### src/sv/rct_pkg.sv
// ----------------------------------------------------------------------------
// rct_pkg: shared definitions for the resource claim table
// Field widths, operation and status codes, and default sizes.
// ----------------------------------------------------------------------------
package rct_pkg;

   localparam int PIN_COUNT_DEF = 64;
   localparam int BUS_SLOTS_DEF = 4;

   localparam int FUNC_W   = 2;
   localparam int OWNER_W  = 8;
   localparam int PIN_NUM_W = 7;
   localparam int KEY_W    = 64;
   localparam int FREQ_W   = 24;
   localparam int STATUS_W = 2;
   localparam int MASK_W   = 64;
   localparam int MASK_IDX_W = 6;

   localparam logic [FUNC_W-1:0] FUNC_PIN     = 2'd0;
   localparam logic [FUNC_W-1:0] FUNC_BUS     = 2'd1;
   localparam logic [FUNC_W-1:0] FUNC_RELEASE = 2'd2;

   localparam logic [STATUS_W-1:0] STATUS_OK       = 2'd0;
   localparam logic [STATUS_W-1:0] STATUS_INVALID  = 2'd1;
   localparam logic [STATUS_W-1:0] STATUS_CONFLICT = 2'd2;
   localparam logic [STATUS_W-1:0] STATUS_NOSPACE  = 2'd3;

   typedef logic [OWNER_W-1:0] owner_type;

endpackage

### src/sv/rct_ram.sv
// ----------------------------------------------------------------------------
// rct_ram: generic single-port-write, single-port-read RAM
// One write and one registered read per cycle; read data holds without rd_en.
// ----------------------------------------------------------------------------
module rct_ram #(
   parameter int WIDTH = 8,
   parameter int DEPTH = 64
) (
   input  logic                                    clock,
   input  logic                                    wr_en,
   input  logic [(DEPTH > 1 ? $clog2(DEPTH) : 1)-1:0] wr_addr,
   input  logic [WIDTH-1:0]                        wr_data,
   input  logic                                    rd_en,
   input  logic [(DEPTH > 1 ? $clog2(DEPTH) : 1)-1:0] rd_addr,
   output logic [WIDTH-1:0]                        rd_data
);

   logic [WIDTH-1:0] mem_ff [DEPTH];
   logic [WIDTH-1:0] rd_data_ff;

   always_ff @(posedge clock) begin
      if (wr_en) begin
         mem_ff[wr_addr] <= wr_data;
      end
      if (rd_en) begin
         rd_data_ff <= mem_ff[rd_addr];
      end
   end

   assign rd_data = rd_data_ff;

endmodule

### src/sv/resource_claim_table_top.sv
// Acquire pin, bus and unknown operations: decided in S_EXEC after accept, then registered.
// One request at a time: a new one is taken only back in S_IDLE, after the last result.
// Release all: sweep states S_SWEEP, S_SWEEP_END, S_FINISH; one owner RAM read per pin.
// Reset clears claim flags, bus slots, mask and rsp_valid at once; no clearing pass.
// ----------------------------------------------------------------------------
// resource_claim_table_top: ownership table for pins and shared buses
// Pin owners live in a RAM with claim flags in flops; bus slots in flops.
// ----------------------------------------------------------------------------
module resource_claim_table_top #(
   parameter int PIN_COUNT = rct_pkg::PIN_COUNT_DEF,
   parameter int BUS_SLOTS = rct_pkg::BUS_SLOTS_DEF
) (
   input  logic                           clock,
   input  logic                           reset,
   input  logic                           req_valid,
   output logic                           req_stall,
   input  logic [rct_pkg::FUNC_W-1:0]     req_func,
   input  logic [rct_pkg::OWNER_W-1:0]    req_owner_id,
   input  logic [rct_pkg::PIN_NUM_W-1:0]  req_pin,
   input  logic [rct_pkg::KEY_W-1:0]      req_bus_key,
   input  logic [rct_pkg::FREQ_W-1:0]     req_bus_freq,
   output logic                           rsp_valid,
   input  logic                           rsp_stall,
   output logic [rct_pkg::STATUS_W-1:0]   rsp_status,
   input  logic                           csr_wr_en,
   input  logic [rct_pkg::MASK_W-1:0]     csr_wr_data
);

   localparam int PIN_W  = (PIN_COUNT > 1) ? $clog2(PIN_COUNT) : 1;
   localparam int CNT_W  = $clog2(PIN_COUNT + 1);
   localparam int SLOT_W = (BUS_SLOTS > 1) ? $clog2(BUS_SLOTS) : 1;

   localparam logic [2:0] S_IDLE      = 3'd0;
   localparam logic [2:0] S_EXEC      = 3'd1;
   localparam logic [2:0] S_SWEEP     = 3'd2;
   localparam logic [2:0] S_SWEEP_END = 3'd3;
   localparam logic [2:0] S_FINISH    = 3'd4;

   logic [2:0]                       state_ff, state_in;
   logic [rct_pkg::MASK_W-1:0]       mask_ff, mask_in;
   logic [rct_pkg::FUNC_W-1:0]       func_ff;
   rct_pkg::owner_type               owner_ff;
   logic [rct_pkg::PIN_NUM_W-1:0]    pin_ff;
   logic [rct_pkg::KEY_W-1:0]        key_ff;
   logic [rct_pkg::FREQ_W-1:0]       freq_ff;
   logic [CNT_W-1:0]                 cnt_ff, cnt_in;
   logic                             chk_vld_ff, chk_vld_in;
   logic [PIN_W-1:0]                 chk_addr_ff, chk_addr_in;
   logic                             rsp_valid_ff, rsp_valid_in;
   logic [rct_pkg::STATUS_W-1:0]     rsp_status_ff, rsp_status_in;

   logic [PIN_COUNT-1:0]             pin_claimed_ff, pin_claimed_in;
   logic [BUS_SLOTS-1:0]             slot_claimed_ff, slot_claimed_in;
   logic [rct_pkg::KEY_W-1:0]        slot_key_ff   [BUS_SLOTS];
   rct_pkg::owner_type               slot_owner_ff [BUS_SLOTS];
   logic [rct_pkg::FREQ_W-1:0]       slot_freq_ff  [BUS_SLOTS];

   logic                             ram_wr_en;
   logic                             ram_rd_en;
   logic [PIN_W-1:0]                 ram_rd_addr;
   rct_pkg::owner_type               ram_rd_data;

   logic                             accept;
   logic                             out_free;
   logic                             emit;
   logic [rct_pkg::STATUS_W-1:0]     emit_status;
   logic [PIN_W-1:0]                 pin_idx;
   logic                             pin_in_range;
   logic                             pin_reserved;
   logic                             pin_held;
   logic                             slot_wr;
   logic                             hit_found;
   logic                             free_found;
   logic [SLOT_W-1:0]                hit_idx;
   logic [SLOT_W-1:0]                free_idx;
   logic [BUS_SLOTS-1:0]             slot_own_vec;

   assign accept    = req_valid && !req_stall;
   assign req_stall = (state_ff != S_IDLE);
   assign out_free  = !rsp_valid_ff || !rsp_stall;

   assign pin_idx      = pin_ff[PIN_W-1:0];
   assign pin_in_range = (pin_ff < rct_pkg::PIN_NUM_W'(PIN_COUNT));
   assign pin_reserved = mask_ff[pin_ff[rct_pkg::MASK_IDX_W-1:0]];
   assign pin_held     = pin_claimed_ff[pin_idx];

   always_comb begin
      hit_found  = 1'b0;
      free_found = 1'b0;
      hit_idx    = '0;
      free_idx   = '0;
      for (int i = 0; i < BUS_SLOTS; i++) begin
         slot_own_vec[i] = slot_claimed_ff[i] && (slot_owner_ff[i] == owner_ff);
         if (!hit_found && slot_claimed_ff[i] && (slot_key_ff[i] == key_ff)) begin
            hit_found = 1'b1;
            hit_idx   = SLOT_W'(i);
         end
         if (!free_found && !slot_claimed_ff[i]) begin
            free_found = 1'b1;
            free_idx   = SLOT_W'(i);
         end
      end
   end

   always_comb begin
      state_in        = state_ff;
      mask_in         = csr_wr_en ? csr_wr_data : mask_ff;
      cnt_in          = cnt_ff;
      chk_vld_in      = 1'b0;
      chk_addr_in     = chk_addr_ff;
      pin_claimed_in  = pin_claimed_ff;
      slot_claimed_in = slot_claimed_ff;
      ram_wr_en       = 1'b0;
      ram_rd_en       = accept;
      ram_rd_addr     = req_pin[PIN_W-1:0];
      emit            = 1'b0;
      emit_status     = rct_pkg::STATUS_OK;
      slot_wr         = 1'b0;

      if (chk_vld_ff && pin_claimed_ff[chk_addr_ff] && (ram_rd_data == owner_ff)) begin
         pin_claimed_in[chk_addr_ff] = 1'b0;
      end

      case (state_ff)
         S_IDLE: begin
            if (accept) begin
               state_in = S_EXEC;
            end
         end
         S_EXEC: begin
            case (func_ff)
               rct_pkg::FUNC_PIN: begin
                  if (!pin_in_range) begin
                     emit_status = rct_pkg::STATUS_INVALID;
                  end else if (pin_reserved) begin
                     emit_status = rct_pkg::STATUS_CONFLICT;
                  end else if (!pin_held) begin
                     emit_status = rct_pkg::STATUS_OK;
                  end else if (ram_rd_data == owner_ff) begin
                     emit_status = rct_pkg::STATUS_OK;
                  end else begin
                     emit_status = rct_pkg::STATUS_CONFLICT;
                  end
                  if (out_free) begin
                     emit     = 1'b1;
                     state_in = S_IDLE;
                     if (pin_in_range && !pin_reserved && !pin_held) begin
                        ram_wr_en               = 1'b1;
                        pin_claimed_in[pin_idx] = 1'b1;
                     end
                  end
               end
               rct_pkg::FUNC_BUS: begin
                  if ((key_ff == '0) || (freq_ff == '0)) begin
                     emit_status = rct_pkg::STATUS_INVALID;
                  end else if (hit_found) begin
                     if ((slot_owner_ff[hit_idx] != owner_ff)
                         && (slot_freq_ff[hit_idx] != freq_ff)) begin
                        emit_status = rct_pkg::STATUS_CONFLICT;
                     end
                  end else if (!free_found) begin
                     emit_status = rct_pkg::STATUS_NOSPACE;
                  end
                  if (out_free) begin
                     emit     = 1'b1;
                     state_in = S_IDLE;
                     if ((key_ff != '0) && (freq_ff != '0) && !hit_found && free_found) begin
                        slot_wr                   = 1'b1;
                        slot_claimed_in[free_idx] = 1'b1;
                     end
                  end
               end
               rct_pkg::FUNC_RELEASE: begin
                  slot_claimed_in = slot_claimed_ff & ~slot_own_vec;
                  cnt_in          = '0;
                  state_in        = S_SWEEP;
               end
               default: begin
                  emit_status = rct_pkg::STATUS_INVALID;
                  if (out_free) begin
                     emit     = 1'b1;
                     state_in = S_IDLE;
                  end
               end
            endcase
         end
         S_SWEEP: begin
            ram_rd_en   = 1'b1;
            ram_rd_addr = cnt_ff[PIN_W-1:0];
            chk_vld_in  = 1'b1;
            chk_addr_in = cnt_ff[PIN_W-1:0];
            cnt_in      = cnt_ff + CNT_W'(1);
            if (cnt_ff == CNT_W'(PIN_COUNT - 1)) begin
               state_in = S_SWEEP_END;
            end
         end
         S_SWEEP_END: begin
            state_in = S_FINISH;
         end
         S_FINISH: begin
            if (out_free) begin
               emit     = 1'b1;
               state_in = S_IDLE;
            end
         end
         default: begin
            state_in = S_IDLE;
         end
      endcase

      rsp_valid_in  = emit || (rsp_valid_ff && rsp_stall);
      rsp_status_in = emit ? emit_status : rsp_status_ff;
   end

   always_ff @(posedge clock) begin
      if (reset) begin
         state_ff        <= S_IDLE;
         mask_ff         <= '0;
         cnt_ff          <= '0;
         chk_vld_ff      <= 1'b0;
         rsp_valid_ff    <= 1'b0;
         pin_claimed_ff  <= '0;
         slot_claimed_ff <= '0;
      end else begin
         state_ff        <= state_in;
         mask_ff         <= mask_in;
         cnt_ff          <= cnt_in;
         chk_vld_ff      <= chk_vld_in;
         rsp_valid_ff    <= rsp_valid_in;
         pin_claimed_ff  <= pin_claimed_in;
         slot_claimed_ff <= slot_claimed_in;
      end
   end

   always_ff @(posedge clock) begin
      chk_addr_ff   <= chk_addr_in;
      rsp_status_ff <= rsp_status_in;
      if (accept) begin
         func_ff  <= req_func;
         owner_ff <= req_owner_id;
         pin_ff   <= req_pin;
         key_ff   <= req_bus_key;
         freq_ff  <= req_bus_freq;
      end
      if (slot_wr) begin
         slot_key_ff[free_idx]   <= key_ff;
         slot_owner_ff[free_idx] <= owner_ff;
         slot_freq_ff[free_idx]  <= freq_ff;
      end
   end

   rct_ram #(
      .WIDTH (rct_pkg::OWNER_W),
      .DEPTH (PIN_COUNT)
   ) u_owner_ram (
      .clock   (clock),
      .wr_en   (ram_wr_en),
      .wr_addr (pin_idx),
      .wr_data (owner_ff),
      .rd_en   (ram_rd_en),
      .rd_addr (ram_rd_addr),
      .rd_data (ram_rd_data)
   );

   assign rsp_valid  = rsp_valid_ff;
   assign rsp_status = rsp_status_ff;

   a_claim_on_write: assert property (@(posedge clock) disable iff (reset)
      ram_wr_en |=> pin_claimed_ff[$past(pin_idx)])
      else $error("owner written without claim flag set");

   a_sweep_count: assert property (@(posedge clock) disable iff (reset)
      (state_ff == S_SWEEP_END) |-> (cnt_ff == CNT_W'(PIN_COUNT)))
      else $error("sweep ended before covering every pin");

   a_slots_released: assert property (@(posedge clock) disable iff (reset)
      (state_ff == S_FINISH) |-> (slot_own_vec == '0))
      else $error("bus slot still held by released owner");

endmodule

### config.mk
export PLATFORM = sky130hd
export DESIGN_NAME = resource_claim_table_top
export DESIGN_NICKNAME = d
export VERILOG_FILES = /design/src/sv/rct_pkg.sv /design/src/sv/rct_ram.sv /design/src/sv/resource_claim_table_top.sv
export SDC_FILE = /design/constraint.sdc
export NUM_CORES = 2
export LEC_CHECK = 0
export BUFFER_PORTS_ARGS = -buffer_cell sky130_fd_sc_hd__buf_2
export CAP_MARGIN = 20
export CORE_MARGIN = 1.5
export CORE_UTILIZATION = 37
export DETAILED_ROUTE_END_ITERATION = 8
export PLACE_DENSITY_LB_ADDON = 0.2
export SYNTH_ARGS = -nofsm -noshare
export SYNTH_HDL_FRONTEND = slang
export SYNTH_SLANG_ARGS = --single-unit
### constraint.sdc
create_clock -name clock -period 8.5 [get_ports clock]
set_input_delay 0.425 -clock clock [delete_from_list [all_inputs] [get_ports clock]]
set_output_delay 0.425 -clock clock [all_outputs]
set_load 0.05 [all_outputs]
# Word-level counts from Yosys, hierarchy flattened

Memory sizes are Yosys's and may differ from the RTL's. A register that Yosys moved wholly into a read port is not among the register bits.
Cells that the tools add are included.

Memories kept: 4
Output and inout port bits: 4
Bits of input ports: 174
Memory bits (writable): 896
Register bits after elaboration: 257
Logic and storage cells: 179

$lt $le $gt $ge: 7
Equal/unequal tests: 23
Reductions and logical operators: 56
Muxes and demuxes: 68
Bitwise operators: 6
$add $sub $neg: 1

Memory list:

| memory             | depth | bits a word | rd ports | clocked after Yosys merged registers in | write ports | RTL line                       | text |
|---|---|---|---|---|---|---|---|
| u_owner_ram.mem_ff | 64    | 8           | 1        | 1                                       | 1           | rct_ram.sv:18                  | `logic [WIDTH-1:0] mem_ff [DEPTH];` |
| slot_key_ff        | 4     | 64          | 4        | 0                                       | 1           | resource_claim_table_top.sv:54 | `logic [rct_pkg::KEY_W-1:0] slot_key_ff [BUS_SLOTS];` |
| slot_freq_ff       | 4     | 24          | 1        | 0                                       | 1           | resource_claim_table_top.sv:56 | `logic [rct_pkg::FREQ_W-1:0] slot_freq_ff [BUS_SLOTS];` |
| slot_owner_ff      | 4     | 8           | 5        | 0                                       | 1           | resource_claim_table_top.sv:55 | `rct_pkg::owner_type slot_owner_ff [BUS_SLOTS];` |

Operator list:

| cell               | count |
|---|---|
| $mux 64            | 5 |
| $eq 64x64->1       | 4 |
| $and 64x64->64     | 1 |
| $logic_not 64->1   | 1 |
| $not 64->64        | 1 |
| $or 64x64->64      | 1 |
| $reduce_bool 64->1 | 1 |
| $eq 8x8->1         | 5 |
| $mux 1             | 32 |
| $logic_and 1x1->1  | 27 |
| $logic_not 24->1   | 1 |
| $mux 2             | 12 |
| $ne 24x24->1       | 1 |
| $reduce_bool 24->1 | 1 |
| $bmux 1 s6         | 3 |
| $pmux 3 s5         | 1 |
| $logic_not 1->1    | 14 |
| $lt 6x7->1 const B | 2 |
| $pmux 7 s2         | 1 |
| $demux 1 s6        | 2 |
| $ge 6x1->1 const B | 2 |
| $mux 3             | 4 |
| $ne 2x2->1 const B | 5 |
| $mux 4             | 2 |
| other kinds (27)   | 32 |

# Depth between registers and ports, before layout

An unclocked memory read counts as a cell.

Depth after elaboration: 25
Mapped depth: 16
Depth with buffers taken out: 12

# Modules after synthesis

A second synthesis with hierarchy kept.

Cell total of the unflattened synthesis: 3,397
Area total of the unflattened synthesis: 49,761.5 sq um

Modules (own cells, without submodules):

| module                   | area an instance (sq um) | times used | cells an instance | sequential area each (sq um) |
|---|---|---|---|---|
| resource_claim_table_top | 29,514.6                 | 1          | 2,457             | 17,807.1 |
| rct_ram                  | 20,246.9                 | 1          | 940               | 15,615.0 |

# Worst setup path after synthesis

OpenSTA, ideal clock, no wires.

Kind: reg-to-reg
From: register key_ff[55] (netlist bit)
To: memory slot_freq_ff[0][0] (netlist bit) (enable)
Setup slack: -0.698 ns
Period minus slack after synthesis: 9.198 ns
Required time: 7.831 ns
Stages on the path, launching flop included: 13
Path buffers: 4
Arrival time: 8.529 ns
Setup time: 0.669 ns
Cells stage by stage: edfxtp_1 clkbuf_1 nand2b_1 o2111ai_1 nor4_1 and4_1 clkbuf_1 and2_0 clkbuf_1 clkbuf_1 nor3_1 nand2_1 nor3_1

Longest elaborated chain between the ends: 24
Elaborated cells between the ends (all ways): 29
Those cells by class: 4 x eq/ne; 10 x mux; 15 x reduce/logical

Ends and longest elaborated chain:

| what                               | RTL line                        | text |
|---|---|---|
| from (decl)                        | resource_claim_table_top.sv:44  | `logic [rct_pkg::KEY_W-1:0] key_ff;` |
| from (signal assigned)             | resource_claim_table_top.sv:242 | `key_ff <= req_bus_key;` |
| $eq 64x64->1                       | resource_claim_table_top.sv:94  | `if (!hit_found && slot_claimed_ff[i] && (slot_key_ff[i] == key_ff)) begin` |
| $logic_and 1x1->1                  | resource_claim_table_top.sv:94  |  |
| $mux 1                             | resource_claim_table_top.sv:94  |  |
| $logic_not 1->1                    | resource_claim_table_top.sv:94  |  |
| $logic_and 1x1->1 (2 in a row)     | resource_claim_table_top.sv:94  |  |
| $mux 1                             | resource_claim_table_top.sv:94  |  |
| $logic_not 1->1                    | resource_claim_table_top.sv:94  |  |
| $logic_and 1x1->1 (2 in a row)     | resource_claim_table_top.sv:94  |  |
| (+5 left out)                      | n/a                             |  |
| $logic_not 1->1                    | resource_claim_table_top.sv:167 | `if ((key_ff != '0) && (freq_ff != '0) && !hit_found && free_found) begin` |
| $logic_and 1x1->1 (*) (2 in a row) | resource_claim_table_top.sv:167 |  |
| $mux 1 (*)                         | resource_claim_table_top.sv:167 |  |
| $mux 1 (*)                         | resource_claim_table_top.sv:164 | `if (out_free) begin` |
| $mux 1 (*)                         | resource_claim_table_top.sv:131 | `case (func_ff)` |
| $mux 1 (*)                         | resource_claim_table_top.sv:124 | `case (state_ff)` |
| $mux 1 (*)                         | resource_claim_table_top.sv:245 | `if (slot_wr) begin` |
| $mux 1 (implied by the code) (*)   | resource_claim_table_top.sv:248 | `slot_freq_ff[free_idx] <= freq_ff;` |
| to (decl)                          | resource_claim_table_top.sv:56  |  |

Every way passes the cells marked *; elsewhere a longest branch is shown, timed or not.

# Worst setup path in the final report

From: register key_ff[19] (netlist bit)
To: register rsp_status_ff (netlist bit rsp_status[1]) (data pin)

Longest elaborated chain between the ends: 22
Elaborated cells between the ends (all ways): 32
Those cells by class: 6 x eq/ne; 11 x mux; 13 x reduce/logical; 2 x memory

Ends and longest elaborated chain:

| what                                        | RTL line                                                         | text |
|---|---|---|
| $eq 64x64->1                                | resource_claim_table_top.sv:94                                   |  |
| $logic_and 1x1->1                           | resource_claim_table_top.sv:94                                   |  |
| $mux 1                                      | resource_claim_table_top.sv:94                                   |  |
| $logic_not 1->1                             | resource_claim_table_top.sv:94                                   |  |
| $logic_and 1x1->1 (2 in a row)              | resource_claim_table_top.sv:94                                   |  |
| $mux 1                                      | resource_claim_table_top.sv:94                                   |  |
| $logic_not 1->1                             | resource_claim_table_top.sv:94                                   |  |
| $logic_and 1x1->1 (2 in a row)              | resource_claim_table_top.sv:94                                   |  |
| (+4 left out)                               | n/a                                                              |  |
| $mux 2                                      | resource_claim_table_top.sv:94                                   |  |
| $mem_v2 4x24 or $mem_v2 4x8 (tied branches) | n/a                                                              |  |
| $ne 24x24->1 or $ne 8x8->1 (tied branches)  | resource_claim_table_top.sv:158, resource_claim_table_top.sv:157 |  |
| $logic_and 1x1->1                           | resource_claim_table_top.sv:158                                  | `&& (slot_freq_ff[hit_idx] != freq_ff)) begin` |
| $mux 2                                      | resource_claim_table_top.sv:157                                  | `if ((slot_owner_ff[hit_idx] != owner_ff)` |
| $mux 2                                      | resource_claim_table_top.sv:156                                  | `end else if (hit_found) begin` |
| $mux 2 (*)                                  | resource_claim_table_top.sv:154                                  | `if ((key_ff == '0) \|\| (freq_ff == '0)) begin` |
| $pmux 2 s3 (*)                              | resource_claim_table_top.sv:131                                  |  |
| to (signal assigned)                        | resource_claim_table_top.sv:237                                  | `rsp_status_ff <= rsp_status_in;` |
| to (decl)                                   | resource_claim_table_top.sv:50                                   | `logic [rct_pkg::STATUS_W-1:0] rsp_status_ff, rsp_status_in;` |

Marks and branches as above.
A chain may end at the register's enable or synchronous reset.

==> run summary <==
Layout area overhead - 18.2%
Critical R2R Capture - rsp_status[1]$_SDFFCE_PN0P_
Max Cap Viol - 0
clk_skew - 0.0383 ns
first-pass GRT wire length - 204000 um
clock slew at reported path FFs - 0.06 ns
CTS tree - yes
CP max stage cell - nor4_1
Synth async-reset ratio - 0%
WP data arrival - 6.16 ns
Die W - 366 um
row cnt - 132
Reg2Reg Depth - 11
Netlist cell types - 84
Slew @ Worst Pin - 1.15 ns
RSZ-0062 raised after global routing - no
Leak - 19.2 nW
Place WS - 2.81 ns
ratio of cells with drive above 1 in the final layout - 17.1%
crit end category - flip-flop
Post-route DRC - 0
WL final - 143000 um
Final Hold Vio Count - 0
number of global-route vias before repair - 29.3k
DR pass1 iterations - 5
Final Cycle Share - 67.1%
buffer and inverter count on the worst path - 0
#FFs+latches synth - 1161
dpl hpwl - 94500 um
Final Max Tran Viols - 0
Worst EP required - 8.96 ns
core area - 130000 um2
Post CTS Setup Buffer Count - 0
WHS Path Cells - 2
crit path max fanout - 9
status - finished clean
Mapped Cells - 3239
f_max - 175 MHz
VDD IR max - 0.192 mV
largest net degree at the start of global routing - 93
Antenna Nets Post-Route - 0
Finished Cell Area - 57500 um2
global route total overflow - 0
# fillers - 11.7k
Startpoint Class - flip-flop
Starting DRT DRC Count - 2591
htree depth - 3
worst hold slack - 0.0612 ns
Syn Nets - 3414
routed vias/inst - 5.41
FF-to-FF Start - key_ff[19]$_DFFE_PP_
Syn Area/Cell - 15.0 um2
Clock Latency Late Sink - 0.76 ns
root buf cell - clkbuf_16
initial antenna violation count - 7
crit-path cells - xnor2_1 -> nand3_1 -> nor4_1 -> nand4_1 -> or3_1 -> a221oi_4 -> mux2i_1 -> xor2_1 -> or4b_1 -> nor4_1 -> a2111oi_1
HP Class - in2reg
crit-path leading delay family - simple AND/OR/NAND/NOR gates
YS warnings - 0
Worst Min Path Start - rsp_stall
CP max stage delay - 0.95 ns
nets@finish - 3750
Pwr per Cell Area - 222 nW/um2
Die ar. - 134000 um2
IO Count - 178
sequential area share after synthesis - 68.7%
flop2flop setup slack - 2.80 ns
die height - 366 um
Total Power - 12.8 mW
EDFF count, synth - 1017
hold endpoint - rsp_status[0]$_SDFFCE_PN0P_
GP Congestion - 0.950
total CTS buffers - 120
GRT Total Usage - 21.1%
port bufs - 177
vias - 29.4k
CTS sink count - 1161
WS Path Type - reg2reg
Top FF cell, synth - edfxtp_1
Period minus WS final - 5.70 ns
Slew HR - 22.5%
placed inst area - 51500 um2
routed length per instance - 26.3 um
Initial Util - 37.4%
post-cts resize count - 0
fin worst setup slack - 2.80 ns
Final setup viols - 0
Crit path top cell by count - nor4_1
Max Root-Sink Buffers - 3
Mapped Area - 48600 um2
Fin Setup TNS - 0 ns
## flip-flops by register name, summed over array words and instances (netlist names)
name                 count
chk_addr_ff              6
chk_vld_ff               1
cnt_ff                   7
freq_ff                 24
func_ff                  2
key_ff                  64
mask_ff                 64
owner_ff                 8
pin_claimed_ff          64
pin_ff                   7
rsp_status               2
rsp_valid                1
slot_claimed_ff          4
slot_freq_ff            96
slot_key_ff            256
slot_owner_ff           32
state_ff                 3
u_owner_ram.mem_ff     512
u_owner_ram.rd_data      8
## cell families after synthesis
kind of cell	after synthesis	synth area share, %
DFF	1161	68.7
adders and majority gates	1	0.0257
muxes	262	9.34
xor gates and xnor gates	268	4.83
buffers and inverters	277	2.28
AOI/OAI and AO/OA	431	5.79
and+or+nand+nor	839	9.03
## Yosys cell counts, drive strengths merged, types with 90 or more instances
library cell / count / area (um2)
dfxtp: 144 / 2880
o21ai: 92 / 460
nor2: 138 / 518
edfxtp: 1017 / 30500
xnor2: 144 / 1260
xor2: 124 / 1090
inv: 91 / 342
clkbuf: 124 / 468
nor4: 90 / 569
mux2i: 97 / 971
mux4: 152 / 3420
a21oi: 128 / 641
nand2: 218 / 821
## per-stage QoR
step | std cells | utilization [%]
after floorplan | 3239 | -
after global placement | 5023 | 39.6
after detailed placement | 5024 | 39.6
after CTS | 5421 | 44.2
after global routing | 5427 | 44.2
final | 5429 | 44.2
## cell usage in the layout, fill, tap and decap left out, types with 41 or more instances in the layout
| cell type | instances |
|---|---|
| nand3_1 | 46 |
| inv_1 | 90 |
| xnor2_1 | 144 |
| buf_2 | 176 |
| o21ai_0 | 92 |
| nor4_1 | 88 |
| dfxtp_1 | 144 |
| clkbuf_16 | 122 |
| nor2_1 | 137 |
| nor2b_1 | 41 |
| dlygate4sd3_1 | 170 |
| mux2i_1 | 92 |
| xor2_1 | 124 |
| edfxtp_1 | 1017 |
| a21oi_1 | 128 |
| nand4_1 | 75 |
| nand2b_1 | 77 |
| buf_4 | 49 |
| nand2_1 | 216 |
| mux4_2 | 152 |
| a211oi_1 | 47 |
## worst max path at each step
stage,from,slack [ns],to,cells past startpoint
after floorplan,key_ff[55]$_DFFE_PP_,1.30,slot_freq_ff[1][0]$_DFFE_PP_,13
after global placement,key_ff[19]$_DFFE_PP_,2.84,rsp_status[1]$_SDFFCE_PN0P_,11
after detailed placement,key_ff[19]$_DFFE_PP_,2.81,rsp_status[1]$_SDFFCE_PN0P_,11
after CTS,key_ff[19]$_DFFE_PP_,2.77,rsp_status[1]$_SDFFCE_PN0P_,11
after global routing,key_ff[19]$_DFFE_PP_,2.61,rsp_status[1]$_SDFFCE_PN0P_,12
final,key_ff[19]$_DFFE_PP_,2.80,rsp_status[1]$_SDFFCE_PN0P_,11
## worst reg2reg max path: stages (launching register included)
cell	delay, ns
edfxtp_1	0.55
xnor2_1	0.73
nand3_1	0.15
nor4_1	0.95
nand4_1	0.40
or3_1	0.47
a221oi_4	0.69
mux2i_1	0.30
xor2_1	0.19
or4b_1	0.47
nor4_1	0.39
a2111oi_1	0.14
## timing repair
item	CTS	global route
endpoints found under the hold margin	170	0
hold buffers	170	0
endpoints found under the setup margin	0	0
## power breakdown
group          switching (mW)  internal, mW
Sequential              0.121          6.29
Clock                    2.32          3.31
Combinational           0.448         0.293
Total                    2.89          9.89
## final cells by class
type	count	area [um2]	share of cell area [%]
tap	1742	2180	3.79
clock buffer	138	3150	5.49
antenna	7	17.5	0.0305
inverter	92	350	0.609
multi-input combinational	1801	14200	24.7
sequential	1161	33400	58.1
clock inverter	89	1100	1.91
timing repair buffer	399	3040	5.28
## per-layer routing
| metal | GRT usage (%) | up-vias | part of all wire [%] |
|---|---|---|---|
| li1 | - | 13200 | - |
| met2 | 35.5 | 975 | 49 |
| met5 | 0 | - | 0.0077 |
| met4 | 6.60 | 2 | 3.0 |
| met1 | 27.8 | 15000 | 42 |
| met3 | 3.64 | 228 | 5.3 |
Power figures use the tool's default switching activity.
